===== src/rtl/core/lcas_pkg.sv =====
package lcas_pkg;

	localparam int CFG_INDEX_W = 2;
	localparam int CFG_DATA_W  = 11;
	localparam int COUNT_W     = 4;
	localparam int MIN_SIZE    = 3;
	localparam int RESET_SIZE  = 26;

	localparam logic [CFG_INDEX_W-1:0] REG_GRID_COLS = 2'd0;
	localparam logic [CFG_INDEX_W-1:0] REG_GRID_ROWS = 2'd1;

	localparam logic [COUNT_W-1:0] BIRTH_COUNT   = 4'd3;
	localparam logic [COUNT_W-1:0] SURVIVE_COUNT = 4'd2;

	typedef struct packed {
		logic emit;
		logic last;
	} tag_t;

	typedef struct packed {
		logic               next_alive;
		logic [COUNT_W-1:0] neighbour_count;
		logic               last_cell;
	} result_t;

	function automatic int clamp_size(input int raw, input int maxv);
		int r;
		r = raw;
		if (raw < MIN_SIZE) begin
			r = MIN_SIZE;
		end else if (raw > maxv) begin
			r = maxv;
		end
		return r;
	endfunction

	// window bit index = column * 3 + row; centre is bit 4
	function automatic logic [COUNT_W-1:0] count_neighbours(input logic [8:0] win);
		logic [COUNT_W-1:0] n;
		n = '0;
		for (int k = 0; k < 9; k++) begin
			if (k != 4) begin
				n = n + COUNT_W'(win[k]);
			end
		end
		return n;
	endfunction

	function automatic logic next_state(input logic centre, input logic [COUNT_W-1:0] n);
		logic alive;
		if (centre) begin
			alive = (n == SURVIVE_COUNT) || (n == BIRTH_COUNT);
		end else begin
			alive = (n == BIRTH_COUNT);
		end
		return alive;
	endfunction

endpackage


===== src/rtl/core/lcas_cell_if.sv =====
interface lcas_cell_if;
	logic valid;
	logic ready;
	logic cell_alive;

	modport source(output valid, output cell_alive, input ready);
	modport sink(input valid, input cell_alive, output ready);
endinterface


===== src/rtl/core/lcas_result_if.sv =====
interface lcas_result_if;
	logic                        valid;
	logic                        ready;
	logic                        next_alive;
	logic [lcas_pkg::COUNT_W-1:0] neighbour_count;
	logic                        last_cell;

	modport source(output valid, output next_alive, output neighbour_count,
		output last_cell, input ready);
	modport sink(input valid, input next_alive, input neighbour_count,
		input last_cell, output ready);
endinterface


===== src/rtl/core/lcas_ctrl.sv =====
module lcas_ctrl #(
	parameter int MAX_COLS = 1024,
	parameter int MAX_ROWS = 1024,
	localparam int CW = $clog2(MAX_COLS),
	localparam int RW = $clog2(MAX_ROWS)
) (
	input  logic                             clk,
	input  logic                             arst_n,
	input  logic                             cfg_write,
	input  logic [lcas_pkg::CFG_INDEX_W-1:0] cfg_index,
	input  logic [lcas_pkg::CFG_DATA_W-1:0]  cfg_data,
	input  logic                             accept,
	output logic [CW-1:0]                    col,
	output lcas_pkg::tag_t                   tag,
	output logic                             restart
);

	logic [CW-1:0] cols_last_q;
	logic [RW-1:0] rows_last_q;
	logic [CW-1:0] col_q;
	logic [RW-1:0] row_q;
	logic          cols_hit;
	logic          rows_hit;
	int            size_clamped;

	assign restart = cfg_write &&
		(cfg_index == lcas_pkg::REG_GRID_COLS || cfg_index == lcas_pkg::REG_GRID_ROWS);

	always_comb begin
		if (cfg_index == lcas_pkg::REG_GRID_COLS) begin
			size_clamped = lcas_pkg::clamp_size(int'(cfg_data), MAX_COLS);
		end else begin
			size_clamped = lcas_pkg::clamp_size(int'(cfg_data), MAX_ROWS);
		end
	end

	assign cols_hit = (col_q == cols_last_q);
	assign rows_hit = (row_q == rows_last_q);

	assign col      = col_q;
	assign tag.emit = (row_q >= RW'(2)) && (col_q >= CW'(2));
	assign tag.last = rows_hit && cols_hit;

	always_ff @(posedge clk or negedge arst_n) begin
		if (!arst_n) begin
			cols_last_q <= CW'(lcas_pkg::clamp_size(lcas_pkg::RESET_SIZE, MAX_COLS) - 1);
			rows_last_q <= RW'(lcas_pkg::clamp_size(lcas_pkg::RESET_SIZE, MAX_ROWS) - 1);
			col_q       <= '0;
			row_q       <= '0;
		end else if (restart) begin
			if (cfg_index == lcas_pkg::REG_GRID_COLS) begin
				cols_last_q <= CW'(size_clamped - 1);
			end else begin
				rows_last_q <= RW'(size_clamped - 1);
			end
			col_q <= '0;
			row_q <= '0;
		end else if (accept) begin
			if (cols_hit) begin
				col_q <= '0;
				row_q <= rows_hit ? '0 : row_q + RW'(1);
			end else begin
				col_q <= col_q + CW'(1);
			end
		end
	end

endmodule


===== src/rtl/core/lcas_rowbuf.sv =====
module lcas_rowbuf #(
	parameter int DEPTH = 1024,
	localparam int AW = $clog2(DEPTH)
) (
	input  logic          clk,
	input  logic          rd_en,
	input  logic [AW-1:0] rd_addr,
	output logic [1:0]    rd_data,
	input  logic          wr_en,
	input  logic [AW-1:0] wr_addr,
	input  logic [1:0]    wr_data
);

	// bit 1: row one above, bit 0: row two above
	logic [1:0] mem [DEPTH];
	logic [1:0] rd_data_q;

	always_ff @(posedge clk) begin
		if (wr_en) begin
			mem[wr_addr] <= wr_data;
		end
	end

	always_ff @(posedge clk) begin
		if (rd_en) begin
			rd_data_q <= mem[rd_addr];
		end
	end

	assign rd_data = rd_data_q;

endmodule


===== src/rtl/core/lcas_eval.sv =====
module lcas_eval #(
	parameter int CW = 10
) (
	input  logic              clk,
	input  logic              arst_n,
	input  logic              accept,
	input  logic              cell_alive,
	input  logic [CW-1:0]     col,
	input  lcas_pkg::tag_t    tag,
	input  logic              restart,
	input  logic [1:0]        rd_data,
	output logic              wr_en,
	output logic [CW-1:0]     wr_addr,
	output logic [1:0]        wr_data,
	output logic              in_ready,
	input  logic              out_ready,
	output logic              out_valid,
	output lcas_pkg::result_t result
);

	logic              valid_s1;
	logic              cell_s1;
	logic [CW-1:0]     col_s1;
	lcas_pkg::tag_t    tag_s1;
	logic [8:0]        window_q;
	logic [8:0]        window_next;
	logic              advance;
	logic              out_valid_q;
	lcas_pkg::result_t result_q;
	lcas_pkg::result_t result_next;

	assign advance  = valid_s1 && (!tag_s1.emit || !out_valid_q || out_ready);
	assign in_ready = !valid_s1 || advance;

	assign window_next = {cell_s1, rd_data[1], rd_data[0], window_q[8:3]};

	assign result_next.neighbour_count = lcas_pkg::count_neighbours(window_next);
	assign result_next.next_alive      =
		lcas_pkg::next_state(window_next[4], result_next.neighbour_count);
	assign result_next.last_cell       = tag_s1.last;

	// shift the row stores down by one row at this column
	assign wr_en   = advance;
	assign wr_addr = col_s1;
	assign wr_data = {cell_s1, rd_data[1]};

	always_ff @(posedge clk or negedge arst_n) begin
		if (!arst_n) begin
			valid_s1 <= 1'b0;
		end else if (accept) begin
			valid_s1 <= 1'b1;
		end else if (advance) begin
			valid_s1 <= 1'b0;
		end
	end

	always_ff @(posedge clk) begin
		if (accept) begin
			cell_s1 <= cell_alive;
			col_s1  <= col;
			tag_s1  <= tag;
		end
	end

	always_ff @(posedge clk or negedge arst_n) begin
		if (!arst_n) begin
			window_q <= '0;
		end else if (restart) begin
			window_q <= '0;
		end else if (advance) begin
			window_q <= window_next;
		end
	end

	always_ff @(posedge clk or negedge arst_n) begin
		if (!arst_n) begin
			out_valid_q <= 1'b0;
		end else if (advance && tag_s1.emit) begin
			out_valid_q <= 1'b1;
		end else if (out_ready) begin
			out_valid_q <= 1'b0;
		end
	end

	always_ff @(posedge clk) begin
		if (advance && tag_s1.emit) begin
			result_q <= result_next;
		end
	end

	assign out_valid = out_valid_q;
	assign result    = result_q;

endmodule


===== src/rtl/core/life_cellular_automaton_step_unit.sv =====
// One generation of the B3/S23 life rule over a raster cell stream.
// cells: one cell bit per request, padded grid row by row, halo included.
// results: one request per interior cell once its 3x3 window is complete,
//   carrying the next state, the eight-neighbour count and a flag on the
//   last interior cell of the generation.
// cfg: write grid_cols (index 0) or grid_rows (index 1); sizes clamp to
//   3..MAX_COLS / 3..MAX_ROWS, and each write to either restarts the generation.
//   Write only while no request is in flight.
// Path: the cell that completes a window waits in the input register, and
//   its result is then loaded into the result register.
// Throughput: one cell per cycle while no stall holds the input register; the
//   row-store memory is read when a cell is taken and written when that cell
//   leaves the input register, so its single read and write ports keep pace.
// Reset clears positions, window and valid flags; sizes return to 26.
//   Row stores are not cleared; stale entries reach only windows not emitted.
// Stall: while a result waits, cells keep flowing through the input
//   register until one that completes a window reaches it; hold that one
//   and the input until the result is taken.
module life_cellular_automaton_step_unit #(
	parameter int MAX_COLS = 1024,
	parameter int MAX_ROWS = 1024
) (
	input  logic                             clk,
	input  logic                             arst_n,
	lcas_cell_if.sink                        cells,
	lcas_result_if.source                    results,
	input  logic                             cfg_write,
	input  logic [lcas_pkg::CFG_INDEX_W-1:0] cfg_index,
	input  logic [lcas_pkg::CFG_DATA_W-1:0]  cfg_data
);

	localparam int CW = $clog2(MAX_COLS);

	logic              accept;
	logic              in_ready;
	logic              restart;
	logic [CW-1:0]     col;
	lcas_pkg::tag_t    tag;
	logic [1:0]        rd_data;
	logic              wr_en;
	logic [CW-1:0]     wr_addr;
	logic [1:0]        wr_data;
	lcas_pkg::result_t result;

	assign cells.ready = in_ready;
	assign accept      = cells.valid && in_ready;

	lcas_ctrl #(
		.MAX_COLS(MAX_COLS),
		.MAX_ROWS(MAX_ROWS)
	) u_ctrl (
		.clk      (clk),
		.arst_n   (arst_n),
		.cfg_write(cfg_write),
		.cfg_index(cfg_index),
		.cfg_data (cfg_data),
		.accept   (accept),
		.col      (col),
		.tag      (tag),
		.restart  (restart)
	);

	lcas_rowbuf #(
		.DEPTH(MAX_COLS)
	) u_rowbuf (
		.clk    (clk),
		.rd_en  (accept),
		.rd_addr(col),
		.rd_data(rd_data),
		.wr_en  (wr_en),
		.wr_addr(wr_addr),
		.wr_data(wr_data)
	);

	lcas_eval #(
		.CW(CW)
	) u_eval (
		.clk       (clk),
		.arst_n    (arst_n),
		.accept    (accept),
		.cell_alive(cells.cell_alive),
		.col       (col),
		.tag       (tag),
		.restart   (restart),
		.rd_data   (rd_data),
		.wr_en     (wr_en),
		.wr_addr   (wr_addr),
		.wr_data   (wr_data),
		.in_ready  (in_ready),
		.out_ready (results.ready),
		.out_valid (results.valid),
		.result    (result)
	);

	assign results.next_alive      = result.next_alive;
	assign results.neighbour_count = result.neighbour_count;
	assign results.last_cell       = result.last_cell;

endmodule


===== src/flat_wrapper.sv =====
// flat-port wrapper written by rule: the top's interface ports become plain ports
module life_cellular_automaton_step_unit_flat 
#(
	parameter int MAX_COLS = 1024,
	parameter int MAX_ROWS = 1024
)
  (clk, arst_n, cfg_write, cfg_index, cfg_data, cells_valid, cells_cell_alive, cells_ready, results_valid, results_next_alive, results_neighbour_count, results_last_cell, results_ready);
  lcas_cell_if cells_i ();
  lcas_result_if results_i ();
  input  logic clk;
  input  logic arst_n;
  input  logic cfg_write;
  input  logic [lcas_pkg::CFG_INDEX_W-1:0] cfg_index;
  input  logic [lcas_pkg::CFG_DATA_W-1:0] cfg_data;
  input wire logic [$bits(cells_i.valid)-1:0] cells_valid;
  input wire logic [$bits(cells_i.cell_alive)-1:0] cells_cell_alive;
  output wire logic [$bits(cells_i.ready)-1:0] cells_ready;
  output wire logic [$bits(results_i.valid)-1:0] results_valid;
  output wire logic [$bits(results_i.next_alive)-1:0] results_next_alive;
  output wire logic [$bits(results_i.neighbour_count)-1:0] results_neighbour_count;
  output wire logic [$bits(results_i.last_cell)-1:0] results_last_cell;
  input wire logic [$bits(results_i.ready)-1:0] results_ready;
  assign cells_i.valid = cells_valid;
  assign cells_i.cell_alive = cells_cell_alive;
  assign cells_ready = cells_i.ready;
  assign results_valid = results_i.valid;
  assign results_next_alive = results_i.next_alive;
  assign results_neighbour_count = results_i.neighbour_count;
  assign results_last_cell = results_i.last_cell;
  assign results_i.ready = results_ready;
  life_cellular_automaton_step_unit #(.MAX_COLS(MAX_COLS), .MAX_ROWS(MAX_ROWS)) u_core (.clk(clk), .arst_n(arst_n), .cells(cells_i), .results(results_i), .cfg_write(cfg_write), .cfg_index(cfg_index), .cfg_data(cfg_data));
endmodule

===== config.mk =====
export PLATFORM = sky130hd
export DESIGN_NAME = life_cellular_automaton_step_unit_flat
export DESIGN_NICKNAME = d
export VERILOG_FILES = /design/src/rtl/core/lcas_pkg.sv /design/src/rtl/core/lcas_cell_if.sv /design/src/rtl/core/lcas_result_if.sv /design/src/rtl/core/lcas_ctrl.sv /design/src/rtl/core/lcas_rowbuf.sv /design/src/rtl/core/lcas_eval.sv /design/src/rtl/core/life_cellular_automaton_step_unit.sv /design/src/flat_wrapper.sv
export SDC_FILE = /design/constraint.sdc
export NUM_CORES = 2
export LEC_CHECK = 0
export BUFFER_PORTS_ARGS = -buffer_cell sky130_fd_sc_hd__buf_4
export CAP_MARGIN = 40
export CORE_ASPECT_RATIO = 1.1
export CORE_MARGIN = 4
export CORE_UTILIZATION = 47
export CTS_CLUSTER_DIAMETER = 60
export DETAILED_ROUTE_END_ITERATION = 7
export GPL_TIMING_DRIVEN = 1
export REMOVE_ABC_BUFFERS = 1
export SETUP_SLACK_MARGIN = 0.2
export SKIP_CTS_REPAIR_TIMING = 1
export SYNTH_ARGS = -nofsm -noshare
export SYNTH_HDL_FRONTEND = slang
export SYNTH_HIERARCHICAL = 1
export SYNTH_SLANG_ARGS = --single-unit

===== constraint.sdc =====
create_clock -name clk -period 12.2 [get_ports clk]
set_input_delay 1.83 -clock clk [delete_from_list [all_inputs] [get_ports clk]]
set_output_delay 1.83 -clock clk [all_outputs]
set_load 0.02 [all_outputs]

======== Word-level counts from Yosys, hierarchy flattened ========
Memory sizes are Yosys's and may differ from the RTL's. A register that Yosys moved wholly into a read port is not among the register bits.
Cells that the tools add are included.
storage, ports and cells
  memories ................................ 1
  memory bits (writable) .................. 2048
  bits of input ports ..................... 19
  flip-flop bits (word level) ............. 70
  output and inout port bits .............. 8
  logic and storage cells ................. 76
operators by class
  reduce and logical (&&, ||, !) cells .... 23
  $lt $le $gt $ge ......................... 4
  muxes and demuxes ....................... 18
  $add $sub $neg .......................... 10
  eq/ne operators ......................... 5
  bitwise operators ....................... 1
memories
  memory               depth  width  read ports  clocked after Yosys merged registers in  wr ports  RTL line           source
  u_core.u_rowbuf.mem  1024   2      1           1                                        1         lcas_rowbuf.sv:15  logic [1:0] mem [DEPTH];
operators with widths
  cell                                                          count
  2-to-1 mux 10 bit                                             9
  adder 10 x 1 -> 10 bit (second input constant)                2
  equality test 10 bit                                          2
  >= comparator 10 x 2 -> 1 bit (second input constant)         2
  2-to-1 mux 9 bit                                              2
  adder 4 x 1 -> 4 bit                                          4
  > comparator 11 bit (second input constant)                   1
  less-than comparator 11 x 2 -> 1 bit (second input constant)  1
  nonzero test 2 bit                                            5
  subtractor 10 x 2 -> 10 bit (second input constant)           1
  equality test 4 x 2 -> 1 bit (second input constant)          2
  2-to-1 mux 1 bit                                              7
  logical AND 1 bit                                             6
  AND reduction 2 bit                                           3
  logical OR 1 bit                                              5
  adder 3 x 1 -> 4 bit                                          1
  adder 2 x 1 -> 3 bit                                          1
  zero test 1 bit                                               3
  adder 1 x 1 -> 2 bit                                          1
  equality test 2 x 1 -> 1 bit (second input constant)          1
  zero test 2 bit                                               1
  NOT 1 bit                                                     1

======== Longest topological paths before layout ========
  word-level depth ........................ 10
  gate-level depth with buffers ........... 15
  mapped depth without buffers ............ 10

======== By module ========
Netlist, hierarchy kept.
modules (own cells, without submodules)
  module                             area an instance (um^2)  instances  cells each
  lcas_rowbuf                        83777.8                  1          4793
  lcas_ctrl                          2343.5                   1          254
  lcas_eval                          1154.9                   1          74
  life_cellular_automaton_step_unit  6.3                      1          1

======== Worst setup path after synthesis ========
Ideal clock, no wire load.
  path type ............................... register -> register
  from .................................... register u_core.u_eval.cell_s1
  to ...................................... memory u_core.u_rowbuf.mem[0][1], data pin
  stages on the path, launching flop included .. 2
  setup slack ............................. 7.148 ns
  data required time ...................... 11.239 ns
  buffers on the path ..................... 1
  arrival ................................. 4.092 ns
  path through ............................ edfxtp_1 buf_4
RTL lines
  element                 RTL line           source
  start, declared         lcas_eval.sv:22    logic cell_s1;
  start signal, assigned  lcas_eval.sv:59    cell_s1 <= cell_alive;
  end, declared           lcas_rowbuf.sv:15
Straight into the memory's write port.

==> impl_metrics.yaml <==
layout:
  final_cell_mix: "2,069 x edfxtp_1, 1,085 x nor2_1, 449 x mux4_2, 212 x mux2i_1, 206 x clkbuf_16"
  fillers: 14800
  drive_gt1_frac: 0.194
  final_common_cell: "edfxtp_1"
  finalNetCount: 5166
  area_growth_pct: 11.5
yosys:
  synth_top_family_by_area: "multiplexers"
  synth_warnings: 6
  post_synth_inst_count: 5122
  synth_seq_cells: 2117
  synth.mux.area_fraction: 0.142
  ys_seq_area_frac: 0.726
  ys.flop_type: "edfxtp_1"
  avgSynthCellArea_um2: 17.0
  synthSimpleGateAreaFrac: 0.0691
  synth_compound_area_frac: 0.0326
  synth_xor_area_frac: 0.00311
  synth_edf_count: 2069
  netlist_area_um2: 87300
  synthArstFlopShare: 0.0227
  synth_fa_ha_area_frac: 0.00206
  ys_types: 83
setup_path:
  critical_path_class: "reg -> reg"
  max_stage_delay_ns: 0.94
  worst_path_most_repeated_cell: "mux4_2"
  critPathCaptureType: "flop"
  startpoint_type: "flop"
  crit_path_max_fanout: 86
  crit_required_ns: 12.79
  cp.arrival_ns: 5.78
  cp_top_family: "buffers and inverters"
  worst_path_max_delay_cell: "dfrtp_4"
  crit_buf_inv: 3
  worstPathCellList: "buf_12 > buf_4 > mux4_2 > mux4_2 > a22o_1 > nor4_1 > nor3_1 > buf_2 > o22ai_1 > nand4_1"
routing:
  first_pass_iters: 6
  ant_nets: 0
  drt_iter0_markers: 5876
  vias: 48500
  drc: 0
  wl_per_cell_um: 31.1
  drt-vias-per-instance: 6.28
  drt_wl_total_um: 240000
clock_network:
  clkTransAtPathRegs_ns: 0.07
  clk-insertion-delay-late_ns: 0.85
  root_buffer: "clkbuf_16"
  htreeDepth: 4
  numCtsBuffers: 204
  clock_path_buffers: 3
  cts_tree: "built"
  cts.sinks: 2117
die:
  die_h_um: 460
  ioPinCount: 27
  core_um2: 184000
  row_count: 165
  initial_utilization: 0.474
  die_w_um: 419
  design.die.area_um2: 193000
sta:
  finalHoldViolCount: 0
  timing.fmax_ghz: 0.193
  setup_tns_ns: 0
  setup_viol: 0
  fin_worst_skew_ns: 0.0477
  fin_crit_ns: 5.18
  rsz0062_at_grt: "false"
  worstMarginPinSlew_ns: 1.44
  slew_headroom: 0.0395
  fin_crit_sh: 0.425
  final_max_slew_viol_count: 0
power:
  powerDensity_nw_per_um2: 177
  p_int_mw: 12.7
  combPwrFrac: 0.157
  leakagePower_nw: 29.5
  pwr-share-seq: 0.490
  p_sw_frac: 0.258
  peakVddDrop_uv: 194
  total_power_mw: 17.2
  power_switching_mw: 4.44
  clkPwrFrac: 0.352
hold_path:
  hold_class: "reg -> reg"
global_route:
  grt_max_degree: 236
  grt_use_total: 0.249
  overflow: 0
  antenna_found_initial: 5
  grt_pass1_vias: 48500
  grt_pass1_wl_um: 344000
place:
  gp_congestion: 0.803
  portBuffers: 26
  dp_hpwl_um: 137000
run:
  drv_cap: 0
status:
  outcome: "finished clean"
-- layout make-up --
| type | instances | area [um2] | share of cell area |
|---|---|---|---|
| Sequential cell | 2117 | 63400 | 0.651 |
| Multi-Input combinational cell | 2573 | 22100 | 0.227 |
| Clock buffer | 254 | 5360 | 0.0550 |
| Tap cell | 2421 | 3030 | 0.0311 |
| Timing Repair Buffer | 214 | 2360 | 0.0243 |
| Clock inverter | 118 | 965 | 0.00991 |
| Inverter | 25 | 97.6 | 0.00100 |
| Antenna cell | 3 | 7.51 | 0.0000772 |
-- power groups by stage --
stage / logic [mW] / registers, mW / clock network [mW]
final: 2.71 / 8.43 / 6.05
after global routing: 2.87 / 8.43 / 6.47
after CTS: 2.71 / 8.42 / 6.14
after detailed placement: 2.71 / 8.58 / 0
after global placement: 2.60 / 8.61 / 0
after floorplan: 2.64 / 9.40 / 0
-- Yosys cell counts, types with 42 or more instances --
master	n	share of area
buf_1	54	0.0023
o221ai_1	82	0.0082
nor2_1	1087	0.047
dfrtp_1	42	0.012
nand2_1	124	0.0053
o22ai_1	52	0.0037
a22oi_1	45	0.0039
edfxtp_1	2069	0.71
clkbuf_1	242	0.010
nand3_1	44	0.0025
mux4_2	449	0.12
mux2i_1	212	0.024
a21oi_1	79	0.0045
o21ai_0	51	0.0029
nor3_1	52	0.0030
-- through the flow --
step	hold slack, ns	cell area (um2)	setup slack, ns	util	instances
final	0.442	97300	7.02	0.528	7725
after CTS	0.451	97300	6.94	0.528	7721
after global placement	0.426	89900	6.44	0.488	7287
after floorplan	0.400	85100	-12.33	-	4715
after detailed placement	0.439	91000	6.94	0.494	7349
after global routing	0.470	97300	6.64	0.528	7723
-- metal layers --
| layer | GRT usage | vias up | part of all wire |
|---|---|---|---|
| met1 | 0.351 | 25700 | 0.40 |
| met4 | 0.0757 | 2 | 0.031 |
| li1 | - | 20100 | - |
| met5 | 0 | - | 0.000042 |
| met2 | 0.398 | 2312 | 0.48 |
| met3 | 0.0480 | 393 | 0.094 |
-- logic make-up (layout without fill, tap and decap cells) --
family	after synthesis	in the layout
compound gates	407	407
flops	2117	2117
xor+xnor	31	31
simple gates	1449	1449
fa+ha+maj	12	12
buf+inv	432	611
mux	674	674
other cells	0	3
-- final timing paths --
check	from	slack, ns	cells after the start	endpoint
max in group asynchronous	arst_n	10.68	1	u_core/u_ctrl/col[3]
worst min register to register	u_core/u_eval/result_next[0]	0.44	0	u_core/u_eval/result[0]
worst max-delay path	u_core/u_ctrl/col[0]	7.02	10	u_core/u_rowbuf/rd_data[0]
worst min-delay path	u_core/u_eval/result_next[0]	0.44	0	u_core/u_eval/result[0]
min in group asynchronous	arst_n	1.01	1	u_core/u_eval/out_valid
worst max register to register	u_core/u_ctrl/col[0]	7.02	10	u_core/u_rowbuf/rd_data[0]
-- registers in the layout, indices dropped and copies added (netlist names) --
name,cells
u_core/u_eval/tag_s1,1
u_core/u_eval/out_valid,1
u_core/u_ctrl/row_q,10
u_core/u_ctrl/col,10
u_core/u_ctrl/cols_last_q,10
u_core/u_rowbuf/mem,2048
u_core/u_eval/cell_s1,1
u_core/u_rowbuf/rd_data,2
u_core/u_eval/window_q,6
u_core/u_eval/result,6
u_core/u_eval/valid_s1,1
u_core/u_eval/result_next,1
u_core/u_ctrl/rows_last_q,10
u_core/u_eval/wr_addr,10
(Power assumes the default switching activity.)
